[src/rtl/i8080pd_pkg.sv]
// Shared types, constants and the opcode decode function of the 8080 predecoder.
package i8080pd_pkg;

  localparam int unsigned QueueDepthDef = 2;

  typedef enum logic [5:0] {
    CLS_MOV, CLS_MVI, CLS_LXI, CLS_LDA, CLS_STA, CLS_LHLD, CLS_SHLD, CLS_LDAX,
    CLS_STAX, CLS_XCHG, CLS_ADD, CLS_ADI, CLS_ADC, CLS_ACI, CLS_SUB, CLS_SUI,
    CLS_SBB, CLS_SBI, CLS_INR, CLS_DCR, CLS_INX, CLS_DCX, CLS_DAD, CLS_DAA,
    CLS_ANA, CLS_ANI, CLS_XRA, CLS_XRI, CLS_ORA, CLS_ORI, CLS_CMP, CLS_CPI,
    CLS_RLC, CLS_RRC, CLS_RAL, CLS_RAR, CLS_CMA, CLS_CMC, CLS_STC, CLS_JMP,
    CLS_JCC, CLS_CALL, CLS_CCC, CLS_RET, CLS_RCC, CLS_RST, CLS_PCHL, CLS_PUSH,
    CLS_POP, CLS_XTHL, CLS_SPHL, CLS_IN, CLS_OUT, CLS_EI, CLS_DI, CLS_HLT,
    CLS_NOP, CLS_UNKNOWN
  } class_e;

  localparam logic [7:0] OpHlt = 8'h76;
  localparam logic [7:0] OpNop = 8'h00;
  localparam logic [2:0] RegM  = 3'b110;

  typedef struct packed {
    class_e     cls;
    logic [1:0] len;
    logic       mem;
  } dec_t;

  // One assembled instruction handed from the front to the back.
  typedef struct packed {
    logic [15:0] addr;
    logic [7:0]  op;
    logic [15:0] imm;
  } entry_t;

  typedef struct packed {
    logic [15:0] instr_address;
    logic [7:0]  opcode;
    logic [5:0]  instr_class;
    logic [2:0]  dest_reg;
    logic [2:0]  src_reg;
    logic [1:0]  reg_pair;
    logic [2:0]  condition;
    logic [5:0]  restart_vector;
    logic        mem_operand;
    logic [15:0] immediate;
    logic [1:0]  instr_length;
  } rec_t;

  function automatic class_e alu_reg_cls(input logic [2:0] d);
    class_e c;
    case (d)
      3'd0: c = CLS_ADD;
      3'd1: c = CLS_ADC;
      3'd2: c = CLS_SUB;
      3'd3: c = CLS_SBB;
      3'd4: c = CLS_ANA;
      3'd5: c = CLS_XRA;
      3'd6: c = CLS_ORA;
      default: c = CLS_CMP;
    endcase
    return c;
  endfunction

  function automatic class_e alu_imm_cls(input logic [2:0] d);
    class_e c;
    case (d)
      3'd0: c = CLS_ADI;
      3'd1: c = CLS_ACI;
      3'd2: c = CLS_SUI;
      3'd3: c = CLS_SBI;
      3'd4: c = CLS_ANI;
      3'd5: c = CLS_XRI;
      3'd6: c = CLS_ORI;
      default: c = CLS_CPI;
    endcase
    return c;
  endfunction

  function automatic class_e acc_op_cls(input logic [2:0] d);
    class_e c;
    case (d)
      3'd0: c = CLS_RLC;
      3'd1: c = CLS_RRC;
      3'd2: c = CLS_RAL;
      3'd3: c = CLS_RAR;
      3'd4: c = CLS_DAA;
      3'd5: c = CLS_CMA;
      3'd6: c = CLS_STC;
      default: c = CLS_CMC;
    endcase
    return c;
  endfunction

  function automatic dec_t decode_op(input logic [7:0] op);
    dec_t       r;
    logic [1:0] g;
    logic [2:0] d;
    logic [2:0] s;
    logic [1:0] p;
    logic [3:0] lo;
    g = op[7:6];
    d = op[5:3];
    s = op[2:0];
    p = op[5:4];
    lo = op[3:0];
    r.cls = CLS_UNKNOWN;
    r.len = 2'd1;
    r.mem = 1'b0;
    case (g)
      2'd1: begin
        if (op == OpHlt) begin
          r.cls = CLS_HLT;
        end else begin
          r.cls = CLS_MOV;
          r.mem = (d == RegM) || (s == RegM);
        end
      end
      2'd2: begin
        r.cls = alu_reg_cls(d);
        r.mem = (s == RegM);
      end
      2'd0: begin
        if (s == 3'd6) begin
          r.cls = CLS_MVI; r.len = 2'd2; r.mem = (d == RegM);
        end else if (s == 3'd4) begin
          r.cls = CLS_INR; r.mem = (d == RegM);
        end else if (s == 3'd5) begin
          r.cls = CLS_DCR; r.mem = (d == RegM);
        end else if (s == 3'd7) begin
          r.cls = acc_op_cls(d);
        end else if (lo == 4'd1) begin
          r.cls = CLS_LXI; r.len = 2'd3;
        end else if (lo == 4'd3) begin
          r.cls = CLS_INX;
        end else if (lo == 4'd11) begin
          r.cls = CLS_DCX;
        end else if (lo == 4'd9) begin
          r.cls = CLS_DAD;
        end else if (lo == 4'd2) begin
          if (!p[1]) begin
            r.cls = CLS_STAX;
          end else begin
            r.cls = p[0] ? CLS_STA : CLS_SHLD; r.len = 2'd3;
          end
        end else if (lo == 4'd10) begin
          if (!p[1]) begin
            r.cls = CLS_LDAX;
          end else begin
            r.cls = p[0] ? CLS_LDA : CLS_LHLD; r.len = 2'd3;
          end
        end else if (op == OpNop) begin
          r.cls = CLS_NOP;
        end
      end
      default: begin
        case (s)
          3'd0: r.cls = CLS_RCC;
          3'd2: begin r.cls = CLS_JCC; r.len = 2'd3; end
          3'd4: begin r.cls = CLS_CCC; r.len = 2'd3; end
          3'd7: r.cls = CLS_RST;
          3'd6: begin r.cls = alu_imm_cls(d); r.len = 2'd2; end
          3'd1: begin
            if (!d[0])          r.cls = CLS_POP;
            else if (d == 3'd1) r.cls = CLS_RET;
            else if (d == 3'd5) r.cls = CLS_PCHL;
            else if (d == 3'd7) r.cls = CLS_SPHL;
          end
          3'd5: begin
            if (!d[0]) begin
              r.cls = CLS_PUSH;
            end else if (d == 3'd1) begin
              r.cls = CLS_CALL; r.len = 2'd3;
            end
          end
          default: begin
            case (d)
              3'd0: begin r.cls = CLS_JMP; r.len = 2'd3; end
              3'd2: begin r.cls = CLS_OUT; r.len = 2'd2; end
              3'd3: begin r.cls = CLS_IN;  r.len = 2'd2; end
              3'd4: r.cls = CLS_XTHL;
              3'd5: r.cls = CLS_XCHG;
              3'd6: r.cls = CLS_DI;
              3'd7: r.cls = CLS_EI;
              default: r.cls = CLS_UNKNOWN;
            endcase
          end
        endcase
      end
    endcase
    return r;
  endfunction

endpackage

[src/rtl/i8080pd_if.sv]
// Valid/ready channel interfaces for code bytes and decoded records.
interface i8080pd_byte_if;
  logic       valid;
  logic       ready;
  logic [7:0] code_byte;

  modport source (output valid, output code_byte, input ready);
  modport sink (input valid, input code_byte, output ready);
endinterface

interface i8080pd_rec_if;
  logic        valid;
  logic        ready;
  logic [15:0] instr_address;
  logic [7:0]  opcode;
  logic [5:0]  instr_class;
  logic [2:0]  dest_reg;
  logic [2:0]  src_reg;
  logic [1:0]  reg_pair;
  logic [2:0]  condition;
  logic [5:0]  restart_vector;
  logic        mem_operand;
  logic [15:0] immediate;
  logic [1:0]  instr_length;

  modport source (
    output valid, output instr_address, output opcode, output instr_class,
    output dest_reg, output src_reg, output reg_pair, output condition,
    output restart_vector, output mem_operand, output immediate,
    output instr_length, input ready
  );
  modport sink (
    input valid, input instr_address, input opcode, input instr_class,
    input dest_reg, input src_reg, input reg_pair, input condition,
    input restart_vector, input mem_operand, input immediate,
    input instr_length, output ready
  );
endinterface

[src/rtl/i8080pd_front.sv]
// Front end: counts operand bytes and assembles complete instructions.
module i8080pd_front import i8080pd_pkg::*; (
  input  logic   clk_i,
  input  logic   rst_ni,
  i8080pd_byte_if.sink byte_i,
  input  logic   full_i,
  output logic   push_o,
  output entry_t entry_o
);

  logic [7:0]  held_op_q, held_op_d;
  logic [1:0]  remain_q, remain_d;
  logic [7:0]  low_q, low_d;
  logic [15:0] start_q, start_d;
  logic [15:0] addr_q, addr_d;

  logic accept;
  logic done;
  dec_t dec_new;
  dec_t dec_held;

  assign byte_i.ready = !full_i;
  assign accept       = byte_i.valid && byte_i.ready;
  assign dec_new      = decode_op(byte_i.code_byte);
  assign dec_held     = decode_op(held_op_q);

  always_comb begin
    held_op_d = held_op_q;
    remain_d  = remain_q;
    low_d     = low_q;
    start_d   = start_q;
    addr_d    = addr_q;
    done      = 1'b0;
    entry_o   = '0;
    if (remain_q == 2'd0) begin
      done         = (dec_new.len == 2'd1);
      entry_o.addr = addr_q;
      entry_o.op   = byte_i.code_byte;
      entry_o.imm  = '0;
    end else begin
      done         = (remain_q != 2'd2);
      entry_o.addr = start_q;
      entry_o.op   = held_op_q;
      entry_o.imm  = (dec_held.len == 2'd3) ? {byte_i.code_byte, low_q}
                                            : {8'h00, byte_i.code_byte};
    end
    if (accept) begin
      addr_d = addr_q + 16'd1;
      if (remain_q == 2'd0) begin
        held_op_d = byte_i.code_byte;
        start_d   = addr_q;
        low_d     = '0;
        remain_d  = dec_new.len - 2'd1;
      end else if (remain_q == 2'd2) begin
        low_d    = byte_i.code_byte;
        remain_d = 2'd1;
      end else begin
        remain_d = 2'd0;
      end
    end
  end

  assign push_o = accept && done;

  always_ff @(posedge clk_i or negedge rst_ni) begin
    if (!rst_ni) begin
      held_op_q <= '0;
      remain_q  <= '0;
      low_q     <= '0;
      start_q   <= '0;
      addr_q    <= '0;
    end else begin
      held_op_q <= held_op_d;
      remain_q  <= remain_d;
      low_q     <= low_d;
      start_q   <= start_d;
      addr_q    <= addr_d;
    end
  end

endmodule

[src/rtl/i8080pd_queue.sv]
// Short flip-flop queue of assembled instructions between front and back.
module i8080pd_queue import i8080pd_pkg::*; #(
  parameter int unsigned Depth = QueueDepthDef
) (
  input  logic   clk_i,
  input  logic   rst_ni,
  input  logic   push_i,
  input  entry_t entry_i,
  output logic   full_o,
  input  logic   pop_i,
  output logic   valid_o,
  output entry_t entry_o
);

  localparam int unsigned PtrW = (Depth > 1) ? $clog2(Depth) : 1;
  localparam int unsigned CntW = $clog2(Depth + 1);
  localparam logic [PtrW-1:0] LastPtr = PtrW'(Depth - 1);

  entry_t          slot_q [Depth];
  logic [PtrW-1:0] wr_q, wr_d;
  logic [PtrW-1:0] rd_q, rd_d;
  logic [CntW-1:0] cnt_q, cnt_d;
  logic            do_push;
  logic            do_pop;

  assign full_o  = (cnt_q == CntW'(Depth));
  assign valid_o = (cnt_q != '0);
  assign entry_o = slot_q[rd_q];
  assign do_push = push_i && !full_o;
  assign do_pop  = pop_i && valid_o;

  always_comb begin
    wr_d  = wr_q;
    rd_d  = rd_q;
    cnt_d = cnt_q;
    if (do_push) begin
      wr_d = (wr_q == LastPtr) ? '0 : wr_q + PtrW'(1);
    end
    if (do_pop) begin
      rd_d = (rd_q == LastPtr) ? '0 : rd_q + PtrW'(1);
    end
    case ({do_push, do_pop})
      2'b10:   cnt_d = cnt_q + CntW'(1);
      2'b01:   cnt_d = cnt_q - CntW'(1);
      default: cnt_d = cnt_q;
    endcase
  end

  always_ff @(posedge clk_i or negedge rst_ni) begin
    if (!rst_ni) begin
      wr_q  <= '0;
      rd_q  <= '0;
      cnt_q <= '0;
    end else begin
      wr_q  <= wr_d;
      rd_q  <= rd_d;
      cnt_q <= cnt_d;
    end
  end

  always_ff @(posedge clk_i) begin
    if (do_push) begin
      slot_q[wr_q] <= entry_i;
    end
  end

endmodule

[src/rtl/i8080pd_back.sv]
// Back end: decodes a queued instruction into a record and holds it for the sink.
module i8080pd_back import i8080pd_pkg::*; (
  input  logic   clk_i,
  input  logic   rst_ni,
  input  logic   valid_i,
  input  entry_t entry_i,
  output logic   pop_o,
  i8080pd_rec_if.source rec_o
);

  logic valid_q, valid_d;
  rec_t rec_q, rec_d;
  dec_t dec;

  assign dec   = decode_op(entry_i.op);
  // Advance when the output register is empty or its beat leaves this cycle.
  assign pop_o = valid_i && (!valid_q || rec_o.ready);

  always_comb begin
    rec_d.instr_address  = entry_i.addr;
    rec_d.opcode         = entry_i.op;
    rec_d.instr_class    = dec.cls;
    rec_d.dest_reg       = entry_i.op[5:3];
    rec_d.src_reg        = entry_i.op[2:0];
    rec_d.reg_pair       = entry_i.op[5:4];
    rec_d.condition      = entry_i.op[5:3];
    rec_d.restart_vector = (dec.cls == CLS_RST) ? {entry_i.op[5:3], 3'b000} : 6'd0;
    rec_d.mem_operand    = dec.mem;
    rec_d.immediate      = entry_i.imm;
    rec_d.instr_length   = dec.len;
    if (pop_o) begin
      valid_d = 1'b1;
    end else if (rec_o.ready) begin
      valid_d = 1'b0;
    end else begin
      valid_d = valid_q;
    end
  end

  always_ff @(posedge clk_i or negedge rst_ni) begin
    if (!rst_ni) begin
      valid_q <= 1'b0;
    end else begin
      valid_q <= valid_d;
    end
  end

  always_ff @(posedge clk_i) begin
    if (pop_o) begin
      rec_q <= rec_d;
    end
  end

  assign rec_o.valid          = valid_q;
  assign rec_o.instr_address  = rec_q.instr_address;
  assign rec_o.opcode         = rec_q.opcode;
  assign rec_o.instr_class    = rec_q.instr_class;
  assign rec_o.dest_reg       = rec_q.dest_reg;
  assign rec_o.src_reg        = rec_q.src_reg;
  assign rec_o.reg_pair       = rec_q.reg_pair;
  assign rec_o.condition      = rec_q.condition;
  assign rec_o.restart_vector = rec_q.restart_vector;
  assign rec_o.mem_operand    = rec_q.mem_operand;
  assign rec_o.immediate      = rec_q.immediate;
  assign rec_o.instr_length   = rec_q.instr_length;

endmodule

[src/rtl/i8080_instruction_predecoder.sv]
// Top level of the 8080 instruction predecoder: front, queue and back end.
//
//   channel  dir  handshake      beat
//   byte_i   in   valid/ready    one program byte (code_byte)
//   rec_o    out  valid/ready    one decoded instruction record
//
// One byte is taken per cycle while the queue is not full; the record of an
// instruction is queued on its last byte, then held in the output register.
// Reset clears the byte counter, stream offset, queue and output valid.
// A stalled sink fills the output register and then the queue (QueueDepth
// entries); byte_i.ready drops only when the queue is full.
module i8080_instruction_predecoder import i8080pd_pkg::*; #(
  parameter int unsigned QueueDepth = QueueDepthDef
) (
  input logic clk_i,
  input logic rst_ni,
  i8080pd_byte_if.sink  byte_i,
  i8080pd_rec_if.source rec_o
);

  logic   full;
  logic   push;
  entry_t front_entry;
  logic   q_valid;
  entry_t q_entry;
  logic   pop;

  i8080pd_front u_front (
    .clk_i   (clk_i),
    .rst_ni  (rst_ni),
    .byte_i  (byte_i),
    .full_i  (full),
    .push_o  (push),
    .entry_o (front_entry)
  );

  i8080pd_queue #(
    .Depth (QueueDepth)
  ) u_queue (
    .clk_i   (clk_i),
    .rst_ni  (rst_ni),
    .push_i  (push),
    .entry_i (front_entry),
    .full_o  (full),
    .pop_i   (pop),
    .valid_o (q_valid),
    .entry_o (q_entry)
  );

  i8080pd_back u_back (
    .clk_i   (clk_i),
    .rst_ni  (rst_ni),
    .valid_i (q_valid),
    .entry_i (q_entry),
    .pop_o   (pop),
    .rec_o   (rec_o)
  );

endmodule

[src/flat_wrapper.sv]
// flat-port wrapper written by rule: the top's interface ports become plain ports
module i8080_instruction_predecoder_flat import i8080pd_pkg::*;
#(
  parameter int unsigned QueueDepth = QueueDepthDef
)
  (clk_i, rst_ni, byte_i_valid, byte_i_code_byte, byte_i_ready, rec_o_valid, rec_o_instr_address, rec_o_opcode, rec_o_instr_class, rec_o_dest_reg, rec_o_src_reg, rec_o_reg_pair, rec_o_condition, rec_o_restart_vector, rec_o_mem_operand, rec_o_immediate, rec_o_instr_length, rec_o_ready);
  i8080pd_byte_if byte_i_i ();
  i8080pd_rec_if rec_o_i ();
  input logic clk_i;
  input logic rst_ni;
  input wire logic [$bits(byte_i_i.valid)-1:0] byte_i_valid;
  input wire logic [$bits(byte_i_i.code_byte)-1:0] byte_i_code_byte;
  output wire logic [$bits(byte_i_i.ready)-1:0] byte_i_ready;
  output wire logic [$bits(rec_o_i.valid)-1:0] rec_o_valid;
  output wire logic [$bits(rec_o_i.instr_address)-1:0] rec_o_instr_address;
  output wire logic [$bits(rec_o_i.opcode)-1:0] rec_o_opcode;
  output wire logic [$bits(rec_o_i.instr_class)-1:0] rec_o_instr_class;
  output wire logic [$bits(rec_o_i.dest_reg)-1:0] rec_o_dest_reg;
  output wire logic [$bits(rec_o_i.src_reg)-1:0] rec_o_src_reg;
  output wire logic [$bits(rec_o_i.reg_pair)-1:0] rec_o_reg_pair;
  output wire logic [$bits(rec_o_i.condition)-1:0] rec_o_condition;
  output wire logic [$bits(rec_o_i.restart_vector)-1:0] rec_o_restart_vector;
  output wire logic [$bits(rec_o_i.mem_operand)-1:0] rec_o_mem_operand;
  output wire logic [$bits(rec_o_i.immediate)-1:0] rec_o_immediate;
  output wire logic [$bits(rec_o_i.instr_length)-1:0] rec_o_instr_length;
  input wire logic [$bits(rec_o_i.ready)-1:0] rec_o_ready;
  assign byte_i_i.valid = byte_i_valid;
  assign byte_i_i.code_byte = byte_i_code_byte;
  assign byte_i_ready = byte_i_i.ready;
  assign rec_o_valid = rec_o_i.valid;
  assign rec_o_instr_address = rec_o_i.instr_address;
  assign rec_o_opcode = rec_o_i.opcode;
  assign rec_o_instr_class = rec_o_i.instr_class;
  assign rec_o_dest_reg = rec_o_i.dest_reg;
  assign rec_o_src_reg = rec_o_i.src_reg;
  assign rec_o_reg_pair = rec_o_i.reg_pair;
  assign rec_o_condition = rec_o_i.condition;
  assign rec_o_restart_vector = rec_o_i.restart_vector;
  assign rec_o_mem_operand = rec_o_i.mem_operand;
  assign rec_o_immediate = rec_o_i.immediate;
  assign rec_o_instr_length = rec_o_i.instr_length;
  assign rec_o_i.ready = rec_o_ready;
  i8080_instruction_predecoder #(.QueueDepth(QueueDepth)) u_core (.clk_i(clk_i), .rst_ni(rst_ni), .byte_i(byte_i_i), .rec_o(rec_o_i));
endmodule
[config.mk]
export PLATFORM = sky130hd
export DESIGN_NAME = i8080_instruction_predecoder_flat
export DESIGN_NICKNAME = d
export VERILOG_FILES = /design/src/rtl/i8080pd_pkg.sv /design/src/rtl/i8080pd_if.sv /design/src/rtl/i8080pd_front.sv /design/src/rtl/i8080pd_queue.sv /design/src/rtl/i8080pd_back.sv /design/src/rtl/i8080_instruction_predecoder.sv /design/src/flat_wrapper.sv
export SDC_FILE = /design/constraint.sdc
export NUM_CORES = 1
export LEC_CHECK = 0
export BUFFER_PORTS_ARGS = -buffer_cell sky130_fd_sc_hd__buf_2
export CORE_UTILIZATION = 50
export CTS_CLUSTER_DIAMETER = 80
export DETAILED_ROUTE_END_ITERATION = 10
export PLACE_DENSITY = 0.69
export SLEW_MARGIN = 10
export SYNTH_ARGS = -nofsm -noshare
export SYNTH_HDL_FRONTEND = slang
export SYNTH_SLANG_ARGS = --single-unit
[constraint.sdc]
create_clock -name clk_i -period 5.45 [get_ports clk_i]
set_clock_uncertainty 0.05 [all_clocks]
set_input_delay 0.545 -clock clk_i [delete_from_list [all_inputs] [get_ports clk_i]]
set_output_delay 0.545 -clock clk_i [all_outputs]
set_load 0.1 [all_outputs]
==> reports/metrics.cfg, run 1 <==
[outcome]
status = completed

[grt]
grt_pass1_vias = 5119
grt_max_degree = 56
grt_pass1_wl_mm = 26.8
antenna_found_initial = 0
grt_use_total_pct = 20.1
overflow = 0

[placement]
portBuffers = 76
place_area_mm2 = 0.00887
post-dp-hpwl_mm = 10.8
routabilityCongestion = 0.828

[clock_network]
clk_latency_ns = 0.42
clockBufferDepth = 2
clkSlewWorstSetupHoldPaths_ns = 0.07
cts_sinks = 187
cts_setup_buffers = 0
cts_made_buffers = 17
htreeDepth = 4
holdBufCountCts = 0
cts_root_buf = clkbuf_16
tritoncts = yes
cts.repair.resized = 0

[detailed_routing]
vias = 5195
drc = 0
wl_per_cell_um = 17.5
drtIter0Drc = 410
ant_nets = 0
wirelength_mm = 16.6
firstDrtPassIters = 4
vias_per_cell = 5.49

[setup_path]
critPathLaunch = u_core.u_queue.rd_q
slowest_delay_ns = 0.83
reg2reg_to = u_core.u_back.rec_o.restart_vector[5]
cp.required_ns = 5.62
startpoint_type = register
setup.worst_path.end = u_core.u_back.rec_o.restart_vector[5]
ff2ff_path_depth = 9
path_class = reg2reg
cp-end-kind = register
arrival_ns = 3.76
worstPathMaxFanout = 26
reg2reg_from = u_core.u_queue.rd_q
rrSetupSlack_ns = 1.86
crit_slowest_cell = dfrtp_2
crit_chain = buf_4, mux2i_1, inv_1, ha_1, a31oi_2, a21boi_0, a2bb2oi_1, nand4bb_1, nor4_1

[min_path]
hold_class = in2async

[cells_and_area]
drive_above_1_share_pct = 26.2
diodes = 0
finish.utilization_pct = 57.1
multi_input_area_mm2 = 0.00275
final_cell_area_mm2 = 0.00944
area_growth_pct = 12.1
seq_area_mm2 = 0.00534
final_cell_mix = edfxtp_1, nand2_1, buf_2
nNetsFinal = 736
nFillCells = 1368
final_common_cell = edfxtp_1

[timing]
final_max_slew_viol_count = 0
setup_violations = 0
rsz0062_at_grt = false
slew_headroom_pct = 23.0
tns_ns = 0
max_freq_mhz = 279
whs_ns = 0.206
fin_crit_ns = 3.59
tightest_slew_ns = 1.15
finalCritPeriodShare_pct = 65.8
hold_viol_final = 0

[floorplan]
core_mm2 = 0.0165
die_y_um = 132
ioPinCount = 80
dieWidth_um = 132
initial_core_util_pct = 50.9
die_area_mm2 = 0.0174
num_rows = 47

[synth]
netlist.area_leader.share_pct = 47.1
synth_top_cell_by_area = edfxtp_1
synth_cell_type_count = 64
synth-seq-cells = 187
synth_ff_type = edfxtp_1
synthTopCellsByArea = edfxtp_1, dfrtp_1, mux2_2
synth_warnings = 0
ys_seq_area_share_pct = 63.4
synth_edf_count = 132
synthCells = 655
syn_area_mm2 = 0.00842
ys_async_sr_fraction_pct = 29.4
avgSynthCellArea_um2 = 12.9

[flow_run]
max_cap_violations = 0

## routing by layer
layer / wire (um) / share of wire (%) / global-route usage, %
met4: 323 / 2.0 / 7.82
met5: 0 / 0 / 0
met2: 8430 / 51 / 33.8
met1: 7000 / 42 / 25.5
met3: 804 / 4.9 / 4.15
## flip-flops by register name, summed over array words and instances (netlist names)
name                                cells
u_core.u_front.remain_q                 2
u_core.u_back.rec_o.valid               1
u_core.u_queue.rd_q                     1
u_core.u_front.addr_q                  16
u_core.u_queue.wr_q                     1
u_core.u_back.rec_o.mem_operand         1
u_core.u_queue.slot_q                  80
u_core.u_front.held_op_q                8
u_core.u_front.low_q                    8
u_core.u_back.rec_o.instr_class         6
u_core.u_queue.cnt_q                    2
u_core.u_back.rec_o.opcode              8
u_core.u_front.start_q                 16
u_core.u_back.rec_o.instr_address      16
u_core.u_back.rec_o.restart_vector      3
u_core.u_back.rec_o.instr_length        2
u_core.u_back.rec_o.immediate          16
## metrics by stage
| stage | cells | worst slack, ns |
|---|---|---|
| 4_1_cts | 945 | 1.83 |
| 3_5_place_dp | 913 | 1.87 |
| 6_report | 946 | 1.86 |
| 2_1_floorplan | 657 | 0.937 |
| 3_3_place_gp | 913 | 2.02 |
| 5_1_grt | 946 | 1.48 |
## worst min path at each step
stage,end,slack [ns],depth (start not counted)
floorplan,u_core.u_back.rec_o.valid,0.20,0
global placement,u_core.u_front.low_q[1],0.40,2
detailed placement,u_core.u_front.low_q[2],0.41,2
CTS,u_core.u_front.addr_q[12],0.22,2
global route,u_core.u_front.addr_q[10],0.26,2
finish,u_core.u_front.addr_q[10],0.21,2
## synth_stat cells, drive strengths merged, types with 17 or more instances
| library cell | count |
|---|---|
| edfxtp | 132 |
| dfrtp | 55 |
| nor2 | 29 |
| o21ai | 39 |
| inv | 22 |
| mux2 | 54 |
| mux2i | 17 |
| nand2 | 106 |
| xnor2 | 17 |
| nand3 | 23 |
| buf | 27 |
| clkbuf | 18 |
## worst max-delay path: cells and delay by family, from the launching register on
| family | cells | cell delay [ns] |
|---|---|---|
| fa+ha+maj | 1 | 0.39 |
| simple gates | 2 | 0.49 |
| compound gates | 3 | 0.64 |
| mux | 1 | 0.35 |
| buf+inv | 2 | 0.61 |
| flops | 1 | 0.83 |
## layout make-up
cell class | count | area share [%]
Sequential cell | 187 | 56.6
Multi-Input combinational cell | 402 | 29.1
Timing Repair Buffer | 82 | 4.64
Clock buffer | 20 | 4.63
Tap cell | 220 | 2.92
Clock inverter | 12 | 1.18
Inverter | 23 | 0.941
## cells by family after synthesis
group,after synthesis,synth area share (%)
AO/OA/AOI/OAI,90,7.09
XOR/XNOR,23,2.39
adder cells (fa/ha/maj),11,1.64
buffers and inverters,68,4.40
other,1,0.0446
multiplexers,71,10.0
flip-flops,187,63.4
AND/OR/NAND/NOR,204,11.0
Power of run 1 is left out: the tool's default activity adds up to more than one toggle a clock period on the data nets, which glitch-free logic cannot reach.
==> inputs of run 2 (changes only) <==
Settings changed: PLACE_DENSITY 0.69 to 0.72.
Clock period 5.45 ns to 3.28 ns, I/O delays scaled along.
==> run 2 against run 1 <==
Core utilization increased by 0.86 points. Global-route usage increased by 0.43 points. Maximum frequency increased by 22%. First-iteration DRC count increased by 3.4%. Sequential share of layout area decreased by 0.84 points. Count of clock-buffer cells in the layout decreased by 2.
==> reports/metrics.cfg, run 2 (synthesized netlist as in run 1, its figures left out) <==
[setup_path]
critPathLaunch = u_core.u_queue.rd_q
rrSetupSlack_ns = 0.34  ; -1.52 ns
crit_chain = mux2i_1, inv_1, ha_1, a31oi_2, a21boi_0, a2bb2oi_1, nand4bb_1, nor4_1
worstPathMaxFanout = 13  ; -50%
arrival_ns = 3.13  ; -0.63 ns
cp.required_ns = 3.47  ; -2.15 ns
cpLargestDelayFamily = compound AO/OA/AOI/OAI gates
reg2reg_from = u_core.u_queue.rd_q
startpoint_type = register
crit_slowest_cell = dfrtp_2
reg2reg_to = u_core.u_back.rec_o.restart_vector[3]
slowest_delay_ns = 0.56  ; -0.27 ns
cp-end-kind = register
path_class = reg2reg
ff2ff_path_depth = 8  ; -1
path_buf_inv = 1  ; -1

[placement]
post-dp-hpwl_mm = 11.0  ; +1.9%
portBuffers = 76  ; unchanged
place_area_mm2 = 0.00895  ; +0.93%
routabilityCongestion = 0.830  ; +0.18%

[floorplan]
ioPinCount = 80  ; unchanged
core_mm2 = 0.0165  ; unchanged
die_y_um = 132  ; unchanged
num_rows = 47  ; unchanged
die_area_mm2 = 0.0174  ; unchanged
initial_core_util_pct = 50.9  ; unchanged
dieWidth_um = 132  ; unchanged

[clock_network]
htreeDepth = 4  ; unchanged
clockBufferDepth = 2  ; unchanged
cts_made_buffers = 17  ; unchanged
clk_latency_ns = 0.43  ; about the same
tritoncts = yes
cts_root_buf = clkbuf_16
cts_sinks = 187  ; unchanged
cts.repair.resized = 0  ; unchanged
cts_setup_buffers = 0  ; unchanged
holdBufCountCts = 1  ; +1
clkSlewWorstSetupHoldPaths_ns = 0.07  ; about the same

[timing]
rsz0062_at_grt = false
tightest_slew_ns = 0.900  ; -0.253 ns
slew_headroom_pct = 39.9  ; +17 points
finalCritPeriodShare_pct = 89.6  ; +24 points
setup_violations = 0  ; unchanged
max_freq_mhz = 340  ; +22%
final_max_slew_viol_count = 0  ; unchanged
hold_viol_final = 0  ; unchanged
fin_crit_ns = 2.94  ; -0.649 ns

[detailed_routing]
ant_nets = 0  ; unchanged
vias = 5272  ; +1.5%
firstDrtPassIters = 6  ; +2
vias_per_cell = 5.50  ; +0.11%
drc = 0  ; unchanged
drtIter0Drc = 424  ; +3.4%
wl_per_cell_um = 17.6  ; +0.43%
wirelength_mm = 16.9  ; +1.8%

[min_path]
hold_class = in2reg
whs_path_depth = 2
hold_end = u_core.u_back.rec_o.valid
hold_start = rec_o_ready

[cells_and_area]
seq_area_mm2 = 0.00534  ; unchanged
nNetsFinal = 749  ; +1.8%
drive_above_1_share_pct = 27.3  ; +1.2 points
largest_reg_flops = 80  ; unchanged
top_register = u_core.u_queue.slot_q
diodes = 0  ; unchanged
area_growth_pct = 13.8
final_cell_area_mm2 = 0.00958  ; +1.5%
nFillCells = 1319  ; -3.6%
final_common_cell = edfxtp_1
multi_input_area_mm2 = 0.00275  ; unchanged
final_cell_mix = edfxtp_1, nand2_1, buf_2

[grt]
overflow = 0  ; unchanged
grt_max_degree = 41  ; -27%
antenna_found_initial = 0  ; unchanged
grt_pass1_wl_mm = 27.4  ; +2.4%
grt_pass1_vias = 5294  ; +3.4%
grt_use_total_pct = 20.5  ; +0.43 points

[flow_run]
max_cap_violations = 0  ; unchanged

[outcome]
status = completed

[run 2: routing by layer]
metal | share of wire, % | vias up | wire (um) | global-route usage [%]
li1 | - | 2498 | - | -
met3 | 3.9 | 25 | 657 | 4.34
met2 | 51 | 149 | 8570 | 35.1
met5 | 0 | - | 0 | 0
met4 | 1.8 | 0 | 308 | 8.46
met1 | 43 | 2600 | 7320 | 25.3
[run 2: stage by stage]
stage / setup WS, ns / TNS (ns) / cells / hold WS, ns / utilization [%]
2_1_floorplan: -0.641 / -51.27 / 657 / -0.0176 / -
3_3_place_gp: 0.141 / 0 / 924 / 0.399 / 54.2
3_5_place_dp: 0.0170 / 0 / 924 / 0.406 / 54.2
4_1_cts: 0.315 / 0 / 957 / 0.0325 / 57.7
5_1_grt: 0.0365 / 0 / 959 / 0.0535 / 58.0
6_report: 0.341 / 0 / 959 / 0.0467 / 58.0
[run 2: layout make-up]
class                   instances  area share (%)
well taps                     220            2.87
multi-input cells             402            28.7
clock inverters                14            1.48
inverters                      23           0.927
repair buffers                 95            5.83
flip-flops and latches        187            55.8
clock buffers                  18            4.48
[run 2: worst max-delay path by stage]
stage	to	slack, ns	cells past startpoint
2_1_floorplan	u_core.u_queue.slot_q[0][0]	-0.64	4
6_report	u_core.u_back.rec_o.restart_vector[3]	0.34	8
3_5_place_dp	u_core.u_queue.slot_q[1][15]	0.02	12
4_1_cts	u_core.u_back.rec_o.restart_vector[3]	0.32	8
3_3_place_gp	u_core.u_queue.slot_q[0][39]	0.14	12
5_1_grt	u_core.u_back.rec_o.restart_vector[5]	0.04	8
Power of run 2 is left out for the same reason.
==> inputs of run 3 (changes only) <==
Settings changed: CORE_ASPECT_RATIO set to 1.25.
==> run 3 against run 2 <==
Wire length fell by 0.28%. Critical path depth did not move. Flip-flop and latch count did not move. Sequential share of layout area rose by 0.063 points. Count of clock-buffer cells in the layout fell by 1. Core utilization rose by 0.65 points. Worst setup slack got worse by 0.025 ns. Design area barely moved. Die area barely moved. Global-route usage fell by 0.17 points. Critical path type unchanged. Largest cell class unchanged. Highest routed layer unchanged.
==> reports/metrics.cfg, run 3 (synthesized netlist as in run 1, its figures left out) <==
[outcome]
status = completed

[grt]
antenna_found_initial = 0  ; unchanged
grt_use_total_pct = 20.3  ; -0.17 points
grt_max_degree = 41  ; unchanged
overflow = 0  ; unchanged
grt_pass1_vias = 5199  ; -1.8%
grt_pass1_wl_mm = 27.1  ; -1.3%

[timing]
slew_headroom_pct = 42.9  ; +3.0 points
finalCritPeriodShare_pct = 90.4  ; +0.76 points
setup_violations = 0  ; unchanged
tightest_slew_ns = 0.855  ; -0.0446 ns
hold_viol_final = 0  ; unchanged
final_max_slew_viol_count = 0  ; unchanged
whs_ns = 0.0347  ; -0.0120 ns
fin_crit_ns = 2.96  ; +0.0249 ns
max_freq_mhz = 337  ; -0.84%
rsz0062_at_grt = false

[clock_network]
htreeDepth = 4  ; unchanged
cts_root_buf = clkbuf_16
clkSlewWorstSetupHoldPaths_ns = 0.07  ; about the same
cts_setup_buffers = 0  ; unchanged
clockBufferDepth = 2  ; unchanged
cts_sinks = 187  ; unchanged
cts_made_buffers = 17  ; unchanged
clk_latency_ns = 0.43  ; about the same
tritoncts = yes

[detailed_routing]
drtIter0Drc = 398  ; -6.1%
wl_per_cell_um = 17.6  ; +0.35%
vias = 5205  ; -1.3%
drc = 0  ; unchanged
wirelength_mm = 16.8  ; -0.28%
ant_nets = 0  ; unchanged
firstDrtPassIters = 5  ; -1
vias_per_cell = 5.46  ; -0.65%

[floorplan]
die_area_mm2 = 0.0174  ; about the same
dieWidth_um = 118  ; -10%
num_rows = 52  ; +11%
ioPinCount = 80  ; unchanged
initial_core_util_pct = 51.5  ; +0.60 points
core_mm2 = 0.0163  ; -1.2%
die_y_um = 147  ; +12%

[cells_and_area]
final_cell_mix = edfxtp_1, nand2_1, buf_2
area_growth_pct = 13.7  ; about the same
top_register = u_core.u_queue.slot_q
drive_above_1_share_pct = 27.5  ; +0.21 points
final_common_cell = edfxtp_1
diodes = 0  ; unchanged
largest_reg_flops = 80  ; unchanged
nFillCells = 1294  ; -1.9%
finish.utilization_pct = 58.6  ; +0.65 points
nNetsFinal = 747  ; -0.27%

[setup_path]
worstPathMaxFanout = 20  ; +7
path_class = reg2reg
cp.required_ns = 3.48  ; about the same
startpoint_type = register
slowest_delay_ns = 0.65  ; +0.09 ns
crit_chain = mux2i_1, inv_1, ha_1, a31oi_2, a21boi_0, a2bb2oi_1, nand4bb_1, nor4_1
cp-end-kind = register
critPathLaunch = u_core.u_queue.rd_q
reg2reg_from = u_core.u_queue.rd_q
arrival_ns = 3.16  ; +0.03 ns
crit_slowest_cell = dfrtp_4

[min_path]
hold_start = rec_o_ready
hold_class = in2reg

[placement]
post-dp-hpwl_mm = 11.2  ; +2.2%
portBuffers = 76  ; unchanged
routabilityCongestion = 0.873  ; +5.3%

[flow_run]
max_cap_violations = 0  ; unchanged

[run 3: repair_timing]
item                                   4_1_cts  5_1_grt
endpoints found under the hold margin       34        0
gates resized for setup                      0        1
hold buffers                                 1        0
setup endpoints to repair                    0        2
[run 3: critical path, delay by kind of cell (launching register included)]
kind            cells  cell delay [ns]
compound gates      3             0.72
fa+ha+maj           1             0.38
buf+inv             1             0.14
flops               1             0.65
mux                 1             0.36
simple gates        2             0.47
[run 3: cell type report]
class | count | area [um2] | share of cell area (%)
tap | 216 | 270 | 2.82
sequential | 187 | 5340 | 55.8
multi-input combinational | 402 | 2750 | 28.7
timing repair buffer | 93 | 536 | 5.59
clock inverter | 15 | 164 | 1.71
inverter | 23 | 88.8 | 0.928
clock buffer | 17 | 425 | 4.44
[run 3: path summary, 6_finish.rpt]
check / end / slack [ns] / cells after the start
max: u_core.u_back.rec_o.restart_vector[3] / 0.32 / 8
min: u_core.u_back.rec_o.valid / 0.03 / 2
max reg2reg: u_core.u_back.rec_o.restart_vector[3] / 0.32 / 8
min reg2reg: u_core.u_front.low_q[1] / 0.42 / 2
max in group asynchronous: u_core.u_front.low_q[6] / 1.91 / 3
min in group asynchronous: u_core.u_front.start_q[7] / 0.46 / 2
[run 3: per-stage QoR]
| stage | setup WS (ns) | TNS [ns] | instances | instance area, um2 |
|---|---|---|---|---|
| after floorplan | -0.641 | -51.27 | 657 | 8440 |
| after global placement | 0.108 | 0 | 918 | 8930 |
| after detailed placement | 0.0738 | 0 | 918 | 8930 |
| after CTS | 0.201 | 0 | 951 | 9530 |
| after global routing | 0.0810 | 0 | 953 | 9570 |
| final | 0.316 | 0 | 953 | 9570 |
[run 3: metal layers]
| metal | wire (um) | track usage, % |
|---|---|---|
| met2 | 8610 | 35.4 |
| met1 | 7200 | 24.5 |
| met3 | 630 | 4.81 |
| met5 | 0 | 0 |
| met4 | 374 | 7.63 |
Power of run 3 is left out for the same reason.
